## src/hw/rtl/ued_pkg.sv

```systemverilog
// ----------------------------------------------------------------------------
// ued_pkg
// Shared types and constants for the ultrasonic echo distance capture block.
// ----------------------------------------------------------------------------
package ued_pkg;

  // event kinds on the input channel
  localparam logic [1:0] KIND_CAPTURE  = 2'd0;
  localparam logic [1:0] KIND_OVERFLOW = 2'd1;
  localparam logic [1:0] KIND_MEASURE  = 2'd2;

  localparam int unsigned OVF_W   = 6;
  localparam int unsigned TICK_W  = 16;
  localparam int unsigned SCALE_W = 10;
  localparam int unsigned DIST_W  = 20;
  localparam int unsigned PROD_W  = 32;

  localparam logic [OVF_W-1:0]   OVF_MAX      = 6'h3F;
  localparam logic [TICK_W-1:0]  TICKS_SAT    = 16'hFFFF;
  localparam logic [SCALE_W-1:0] SCALE_RESET  = 10'd170;
  localparam logic [DIST_W-1:0]  DIST_MAX     = 20'hFFFFF;

  // product at or above this gives a distance past the 20-bit range
  localparam logic [PROD_W-1:0]  PROD_SAT     = 32'd1048576000;

  // floor(2^32 / 125), used on the product shifted down by three
  localparam logic [25:0]        RECIP_125    = 26'd34359738;
  localparam logic [27:0]        DIV_125      = 28'd125;

  typedef struct packed {
    logic updated;
    logic trig;
    logic crst;
    logic exp_edge;
  } flags_t;

endpackage

```

## src/hw/rtl/ued_ctrl.sv

```systemverilog
// ----------------------------------------------------------------------------
// ued_ctrl
// Capture state tracking and the time-by-scale product for one event word.
// ----------------------------------------------------------------------------
module ued_ctrl (
  input  logic                            clk,
  input  logic                            rst_n,
  input  logic                            en,
  input  logic                            in_v,
  input  logic [1:0]                      kind,
  input  logic [ued_pkg::TICK_W-1:0]      cap,
  input  logic [ued_pkg::SCALE_W-1:0]     scale,
  output logic                            v_r,
  output logic [ued_pkg::PROD_W-1:0]      prod_r,
  output ued_pkg::flags_t                 flags_r
);

  logic                          pulse_done_r, pulse_done_nxt;
  logic                          high_seen_r, high_seen_nxt;
  logic [ued_pkg::OVF_W-1:0]     ovf_r, ovf_nxt;
  logic [ued_pkg::TICK_W-1:0]    ticks_r, ticks_nxt;
  ued_pkg::flags_t               flags_nxt;
  logic [ued_pkg::PROD_W-1:0]    prod_nxt;
  logic [ued_pkg::OVF_W+ued_pkg::TICK_W-1:0] ticks_total;

  always_comb begin
    pulse_done_nxt = pulse_done_r;
    high_seen_nxt  = high_seen_r;
    ovf_nxt        = ovf_r;
    ticks_nxt      = ticks_r;
    flags_nxt      = '0;
    unique case (kind)
      ued_pkg::KIND_CAPTURE: begin
        if (!pulse_done_r) begin
          if (high_seen_r) begin
            pulse_done_nxt = 1'b1;
            ticks_nxt      = cap;
          end else begin
            ovf_nxt        = '0;
            ticks_nxt      = '0;
            high_seen_nxt  = 1'b1;
            flags_nxt.crst = 1'b1;
          end
        end
      end
      ued_pkg::KIND_OVERFLOW: begin
        if (!pulse_done_r && high_seen_r) begin
          if (ovf_r == ued_pkg::OVF_MAX) begin
            pulse_done_nxt = 1'b1;
            ticks_nxt      = ued_pkg::TICKS_SAT;
          end else begin
            ovf_nxt = ovf_r + 1'b1;
          end
        end
      end
      ued_pkg::KIND_MEASURE: begin
        flags_nxt.trig = 1'b1;
        if (pulse_done_r) begin
          flags_nxt.updated = 1'b1;
          pulse_done_nxt    = 1'b0;
          high_seen_nxt     = 1'b0;
          ovf_nxt           = '0;
        end
      end
      default: begin
      end
    endcase
    flags_nxt.exp_edge = high_seen_nxt && !pulse_done_nxt;
  end

  // product uses the state before this word, as the distance does
  assign ticks_total = {ovf_r, ticks_r};
  assign prod_nxt    = ued_pkg::PROD_W'(ticks_total) * ued_pkg::PROD_W'(scale);

  always_ff @(posedge clk) begin
    if (!rst_n) begin
      pulse_done_r <= 1'b0;
      high_seen_r  <= 1'b0;
      ovf_r        <= '0;
      ticks_r      <= '0;
      v_r          <= 1'b0;
    end else if (en) begin
      v_r <= in_v;
      if (in_v) begin
        pulse_done_r <= pulse_done_nxt;
        high_seen_r  <= high_seen_nxt;
        ovf_r        <= ovf_nxt;
        ticks_r      <= ticks_nxt;
      end
    end
  end

  always_ff @(posedge clk) begin
    if (en) begin
      prod_r  <= prod_nxt;
      flags_r <= flags_nxt;
    end
  end

endmodule

```

## src/hw/rtl/ued_conv.sv

```systemverilog
// ----------------------------------------------------------------------------
// ued_conv
// Divide-by-1000 of the product and the distance / result register.
// ----------------------------------------------------------------------------
module ued_conv (
  input  logic                          clk,
  input  logic                          rst_n,
  input  logic                          en,
  input  logic                          in_v,
  input  logic [ued_pkg::PROD_W-1:0]    prod,
  input  ued_pkg::flags_t               flags,
  output logic                          v_r,
  output logic [ued_pkg::DIST_W-1:0]    dist_r,
  output ued_pkg::flags_t               flags_r
);

  logic                   v3_r;
  logic [26:0]            q_r;
  logic [20:0]            est_r;
  logic                   sat_r;
  ued_pkg::flags_t        flags3_r;

  logic [26:0]            q;
  logic [52:0]            est_full;
  logic [27:0]            est_ext;
  logic [27:0]            est_x125;
  logic [27:0]            rem;
  logic [20:0]            quot;
  logic [ued_pkg::DIST_W-1:0] dist_nxt;

  // p/1000 == (p>>3)/125; estimate is exact or one low
  assign q        = prod[29:3];
  assign est_full = 53'(q) * 53'(ued_pkg::RECIP_125);

  always_ff @(posedge clk) begin
    if (!rst_n) begin
      v3_r <= 1'b0;
    end else if (en) begin
      v3_r <= in_v;
    end
  end

  always_ff @(posedge clk) begin
    if (en) begin
      q_r      <= q;
      est_r    <= est_full[52:32];
      sat_r    <= (prod >= ued_pkg::PROD_SAT);
      flags3_r <= flags;
    end
  end

  // one correction step on the remainder
  assign est_ext  = 28'(est_r);
  assign est_x125 = (est_ext << 7) - (est_ext << 2) + est_ext;
  assign rem      = 28'(q_r) - est_x125;
  assign quot     = est_r + 21'(rem >= ued_pkg::DIV_125);
  assign dist_nxt = sat_r ? ued_pkg::DIST_MAX : quot[ued_pkg::DIST_W-1:0];

  always_ff @(posedge clk) begin
    if (!rst_n) begin
      v_r    <= 1'b0;
      dist_r <= '0;
    end else if (en) begin
      v_r <= v3_r;
      if (v3_r && flags3_r.updated) begin
        dist_r <= dist_nxt;
      end
    end
  end

  always_ff @(posedge clk) begin
    if (en) begin
      flags_r <= flags3_r;
    end
  end

endmodule

```

## src/hw/rtl/ultrasonic_echo_distance_capture_top.sv

```systemverilog
// ----------------------------------------------------------------------------
// ultrasonic_echo_distance_capture_top
// Echo pulse width capture from timer events, with distance conversion.
// ----------------------------------------------------------------------------
//  channel  | handshake          | contents
//  ---------+--------------------+---------------------------------------------
//  in       | in_valid/in_ready  | kind, capture_value
//  out      | out_valid/out_ready| distance, updated, trigger, counter reset,
//           |                    | expected edge
//  cfg      | cfg_wr_en          | speed_scale (10 bits)
//
//  one word per cycle sustained while the output is not stalled; a result passes every stage below in order
//  pipeline: input reg, state + product, reciprocal multiply, result reg
//  the product and the reciprocal multiply each take one stage
//  reset clears the capture state and distance, speed_scale returns to 170
//  while out_valid is high and out_ready low every stage holds and
//  in_ready is low
// ----------------------------------------------------------------------------
module ultrasonic_echo_distance_capture_top (
  input  logic                          clk,
  input  logic                          rst_n,
  input  logic                          in_valid,
  output logic                          in_ready,
  input  logic [1:0]                    in_kind,
  input  logic [15:0]                   in_capture_value,
  output logic                          out_valid,
  input  logic                          out_ready,
  output logic [19:0]                   out_distance,
  output logic                          out_distance_updated,
  output logic                          out_trigger_pulse,
  output logic                          out_counter_reset,
  output logic                          out_expected_edge,
  input  logic                          cfg_wr_en,
  input  logic [9:0]                    cfg_wr_data
);

  logic                              en;
  logic                              v1_r;
  logic [1:0]                        kind_r;
  logic [ued_pkg::TICK_W-1:0]        cap_r;
  logic [ued_pkg::SCALE_W-1:0]       scale_r;

  logic                              v2;
  logic [ued_pkg::PROD_W-1:0]        prod;
  ued_pkg::flags_t                   flags2;
  ued_pkg::flags_t                   flags_out;

  assign en       = !out_valid || out_ready;
  assign in_ready = en;

  always_ff @(posedge clk) begin
    if (!rst_n) begin
      scale_r <= ued_pkg::SCALE_RESET;
    end else if (cfg_wr_en) begin
      scale_r <= cfg_wr_data;
    end
  end

  always_ff @(posedge clk) begin
    if (!rst_n) begin
      v1_r <= 1'b0;
    end else if (en) begin
      v1_r <= in_valid;
    end
  end

  always_ff @(posedge clk) begin
    if (en) begin
      kind_r <= in_kind;
      cap_r  <= in_capture_value;
    end
  end

  ued_ctrl u_ctrl (
    .clk     (clk),
    .rst_n   (rst_n),
    .en      (en),
    .in_v    (v1_r),
    .kind    (kind_r),
    .cap     (cap_r),
    .scale   (scale_r),
    .v_r     (v2),
    .prod_r  (prod),
    .flags_r (flags2)
  );

  ued_conv u_conv (
    .clk     (clk),
    .rst_n   (rst_n),
    .en      (en),
    .in_v    (v2),
    .prod    (prod),
    .flags   (flags2),
    .v_r     (out_valid),
    .dist_r  (out_distance),
    .flags_r (flags_out)
  );

  assign out_distance_updated = flags_out.updated;
  assign out_trigger_pulse    = flags_out.trig;
  assign out_counter_reset    = flags_out.crst;
  assign out_expected_edge    = flags_out.exp_edge;

endmodule

```

## config.mk

```make
export PLATFORM = sky130hd
export DESIGN_NAME = ultrasonic_echo_distance_capture_top
export DESIGN_NICKNAME = d
export VERILOG_FILES = /design/src/hw/rtl/ued_pkg.sv /design/src/hw/rtl/ued_ctrl.sv /design/src/hw/rtl/ued_conv.sv /design/src/hw/rtl/ultrasonic_echo_distance_capture_top.sv
export SDC_FILE = /design/constraint.sdc
export NUM_CORES = 2
export LEC_CHECK = 0
export BUFFER_PORTS_ARGS = -buffer_cell sky130_fd_sc_hd__clkbuf_2
export CORE_MARGIN = 8
export CORE_UTILIZATION = 46
export CTS_BUF_LIST = sky130_fd_sc_hd__clkbuf_4 sky130_fd_sc_hd__clkbuf_8
export DETAILED_ROUTE_END_ITERATION = 10
export MAX_ROUTING_LAYER = met4
export PLACE_DENSITY = 0.7
export SYNTH_ARGS = -nofsm -noshare
export SYNTH_HDL_FRONTEND = slang
export SYNTH_HIERARCHICAL = 1
export SYNTH_SLANG_ARGS = --single-unit
```

## constraint.sdc

```tcl
create_clock -name clk -period 19.35 [get_ports clk]
set_clock_uncertainty 0.2 [all_clocks]
set_input_delay 3.87 -clock clk [delete_from_list [all_inputs] [get_ports clk]]
set_output_delay 3.87 -clock clk [all_outputs]
set_load 0.05 [all_outputs]
```

Yosys cells after proc, flatten, opt, wreduce, memory -nomap -nowiden. Index checks and enable logic that the tools add are counted.

Bits in latches: 0. Register bits: 169. Memory bits (writable): 0. Memories kept: 0. Bits in read-only memories: 0. Word-level logic and storage cells: 85.

Equality and inequality tests: 9. Bitwise logic cells: 1. Mux-type cells: 23. Div/mod/pow operators: 0. Multipliers: 2. Add/sub/neg operators: 5. Shift operators: 0. Order comparisons: 2. Reduce and logical (&&, ||, !) cells: 15.

Operators by type and width (count): 16-bit 2-to-1 mux (4); 27-bit by 25-bit multiplier with 52-bit output (second input constant) (1); 32-bit by 30-bit greater-or-equal comparator with 1-bit output (second input constant) (1); 22-bit by 10-bit multiplier with 32-bit output (1); 16-bit one-hot mux with 2 select lines (1); 6-bit 2-to-1 mux (5); 28-bit by 21-bit adder with 28-bit output (1); 28-bit by 7-bit greater-or-equal comparator with 1-bit output (second input constant) (1); 27-bit by 28-bit subtractor with 28-bit output (1); 28-bit by 23-bit subtractor with 28-bit output (1); 20-bit by 1-bit adder with 20-bit output (1); 20-bit 2-to-1 mux (1); 6-bit one-hot mux with 3 select lines (1); 1-bit 2-to-1 mux (9); 8-bit AND reduction (1); 6-bit by 1-bit adder with 6-bit output (second input constant) (1); 6-bit == test (second input constant) (1); 2-bit by 1-bit inequality test with 1-bit output (second input constant) (3); 2-bit inequality test (second input constant) (3); 6-bit AND reduction (1); 2-bit AND reduction (2); 1-bit logical AND (3); 1-bit zero test (3); 1-bit one-hot mux with 3 select lines (1); 9 further kinds (9).

Logic depth before layout (Yosys ltp).
Depth after elaboration: 6. Gate-level depth with buffers: 25. Depth with buffers taken out: 24.

By module. Netlist, hierarchy kept.

Modules (own cells, without submodules): ued_conv (area each 15805.2 um^2, instances 1, cells each 1608); ued_ctrl (area each 9345.2 um^2, instances 1, cells each 1023); ultrasonic_echo_distance_capture_top (area each 953.4 um^2, instances 1, cells each 55).

Worst setup path before layout. OpenSTA, ideal clock, no wires.

Kind: input-to-output. Start: input out_ready. End: output in_ready. Cell stages on the path: 1. Buffers on the path: 0. Arrival time: 7.079 ns. Path slack: 8.201 ns. Path through: nand2b_1.

Cells in the longest elaborated chain, start to end: 1.

Ends and longest elaborated chain: start: declaration (RTL line ultrasonic_echo_distance_capture_top.sv:27) `input logic out_ready,`; 1-bit logical OR (RTL line ultrasonic_echo_distance_capture_top.sv:48) `assign en = !out_valid || out_ready;`; end: declaration (RTL line ultrasonic_echo_distance_capture_top.sv:23) `output logic in_ready,`.

No other way between the ends.

Worst setup path after layout. Same ends and word-level chain as after synthesis.

==> results.cfg <==
[critical_path]
worst_setup_path_end_kind = primary output
criticalPathCategory = input pin to primary output
critPathTopFamily = buffers and inverters
cp.buffers_inverters = 2
worst_path_most_repeated_cell = clkbuf_2
cpMaxStageDelayCell = clkbuf_2
critPathLaunchType = input pin
worstPathCellList = clkbuf_2 > nand2b_4 > clkbuf_2
required_ns = 15.28
cpPeakStageDelay_ns = 0.30
cp_max_fo = 3
arrival_ns = 4.43

[synthesis]
netlist_instances = 2686
synthTopCellsByArea = fa_1 (30%), ha_1 (19%), edfxtp_1 (13%)
postSynth.asyncResetShare_pct = 0
synth-edff-count = 111
yosys.area.top_type = fa_1
yosys_warnings = 6
synth_top_area_share_pct = 30.45
ys_seq_elements = 169
ys_seq_area_share_pct = 17.22
synth_fa_ha_area_share_pct = 49.86
ys_types = 78
synth-compound-area-share_pct = 8.772
syn_nets = 3521
syn_area_per_cell_sq_um = 9.718
synthSimpleGateAreaFrac_pct = 9.869
synth-xor-area-share_pct = 2.670
synth_common_cells = inv_1 (672), ha_1 (405), fa_1 (397)
syn_area_sq_um = 26100
synth_ff_type = edfxtp_1
yosysMostFrequentCell = inv_1
synthMuxAreaShare_pct = 0.6998
synth_top_family_by_area = adder cells

[clocking]
cts_buffer_depth = 2
root_buffer = clkbuf_8
cts_resized = 0
h-tree-depth = 4
cts.sinks = 169
cts_tree = yes
insertion_delay_ns = 0.52
clk_pin_slew_ns = 0.09
post-cts-setup-buffers = 0
cts_buffers = 17
ctsHoldBuffers = 0

[grt]
grt_pass1_wl_um = 98020
grt_antenna_before_repair = 0
grt_max_degree = 61
grt_usage_pct = 19.36
busiest_layer = met2
grtUsageMet3_pct = 2.506
grt_pass1_vias = 19610
met2_usage_pct = 33.49
grtUsageMet1_pct = 24.06
grt-ovfl-total = 0

[timing]
max_slew_margin_pct = 26.68
layout_min_cycle_time_ns = 8.496
fin_ws_ns = 10.85
slew_violations = 0
finalCritPeriodShare_pct = 43.91
worst-slew-pin-transition_ns = 1.100
clock.fmax_ghz = 0.1177
setup-violations-final = 0
finalSetupTns_ns = 0
report.final.hold_viol_count = 0
rsz0062_at_grt = false

[run]
drv_cap = 0

[layout]
antenna_cells = 0
drive_above_1_share_pct = 4.253
fin_nets = 3526
syn2layout_area_growth_pct = 5.373

[pwr]
power.share.sequential_pct = 14.7
powerDensity_nw_per_um2 = 128.0
power.switching_uw = 1828
swShare_pct = 51.93
ir_worst_vdd_mv = 0.1072
p_int_uw = 1693
p_leak_uw = 0.01471
combPwrFrac_pct = 77.8
clockPowerShare_pct = 7.5

[run_status]
outcome = finished clean

[placement]
dp_slack_ns = 10.86
hpwl_um = 48310
routabilityCongestion = 0.9778
port_buffers = 58

[floorplan]
io_pins = 59
die_w_um = 254.2
rows = 87
die_area_sq_um = 64630
die_y_um = 254.2
core_sq_um = 56280
initial_core_util_pct = 46.38

[route]
drc = 0
ant_nets = 0
routed_wl_um = 58390
num_vias = 18030
wl_per_cell_um = 16.88
viasPerCell = 5.211
drtIter0Drc = 892
dr.pass1.iters = 7

[min_path]
hold_path.class = flip-flop to flip-flop
layout make-up:
cell class                 instances  area [sq um]
timing repair buffer              67         357.8
fill                            5172         28770
multi-input combinational       1763         18770
clock inverter                    15         175.2
sequential                       169          4494
clock buffer                      17         234.0
tap                              756         945.9
inverter                         673          2526
cell families after synthesis:
group           count (synthesis)
xor+xnor                       78
compound gates                349
flops                         169
mux                            18
simple gates                  516
fa+ha+maj                     802
buf+inv                       754
worst paths after layout:
path,from,to,slack [ns],cells after the start
setup / recovery,out_ready,in_ready,10.85,3
hold / removal,u_ctrl/flags_r[3]$_SDFFCE_PN0P_,u_conv/flags3_r[3]$_DFFE_PP_,0.23,0
setup reg to reg,u_ctrl/prod_r[22]$_DFFE_PP_,u_conv/est_r[19]$_DFFE_PP_,11.77,22
hold reg to reg,u_ctrl/flags_r[3]$_SDFFCE_PN0P_,u_conv/flags3_r[3]$_DFFE_PP_,0.23,0
layer usage:
layer,wire [um],share of wire [%]
met5,0,0
met4,1122,1.9
met3,2146,3.7
met2,29550,51
met1,25580,44
cells in the final DEF (no fill, tap or decap), drive strengths merged, types with 6 or more instances in the layout:
master / Yosys / routed
xor2: 28 / 28
nand3: 25 / 25
nand4: 20 / 20
and3: 10 / 10
nand2b: 10 / 10
buf: 8 / 9
mux2i: 16 / 16
o2111ai: 7 / 7
a21oi: 116 / 116
o21bai: 8 / 8
fa: 397 / 397
nor4: 8 / 8
a211oi: 10 / 10
dfxtp: 58 / 58
xnor2: 49 / 49
nand2: 201 / 201
o211ai: 11 / 11
a31oi: 7 / 7
clkbuf: 73 / 75
nor3: 25 / 25
and2: 121 / 121
a21boi: 6 / 6
nor2: 53 / 53
o21ai: 74 / 74
a21o: 33 / 33
nor2b: 19 / 19
ha: 405 / 405
o21a: 14 / 14
o211a: 18 / 18
edfxtp: 111 / 111
inv: 673 / 682
through the flow:
step	cells	power [uW]	util, %	hold slack [ns]	cell area (sq um)
6_report	3460	3521	48.88	0.2294	27510
5_1_grt	3460	3982	48.88	0.2339	27510
4_1_cts	3460	3544	48.88	0.2321	27510
3_5_place_dp	3428	3246	48.15	0.2084	27100
3_3_place_gp	3428	3167	48.15	0.2006	27100
2_1_floorplan	2686	2591	-	0.2003	26100
power by group through the flow:
stage / registers [uW] / clock network [uW] / logic [uW]
3_5_place_dp: 524 / 0 / 2720
2_1_floorplan: 481 / 0 / 2110
3_3_place_gp: 522 / 0 / 2650
4_1_cts: 515 / 273 / 2760
5_1_grt: 522 / 285 / 3170
6_report: 516 / 265 / 2740
state kept, by name (all words and copies together) (netlist names), 6 cells and up:
name            cells
u_conv/est_r       21
u_ctrl/ticks_r     16
scale_r            10
u_ctrl/ovf_r        6
u_ctrl/prod_r      32
u_conv/q_r         27
u_conv/dist_r      20
cap_r              16
Note: power is estimated with default switching activity, not from simulation.
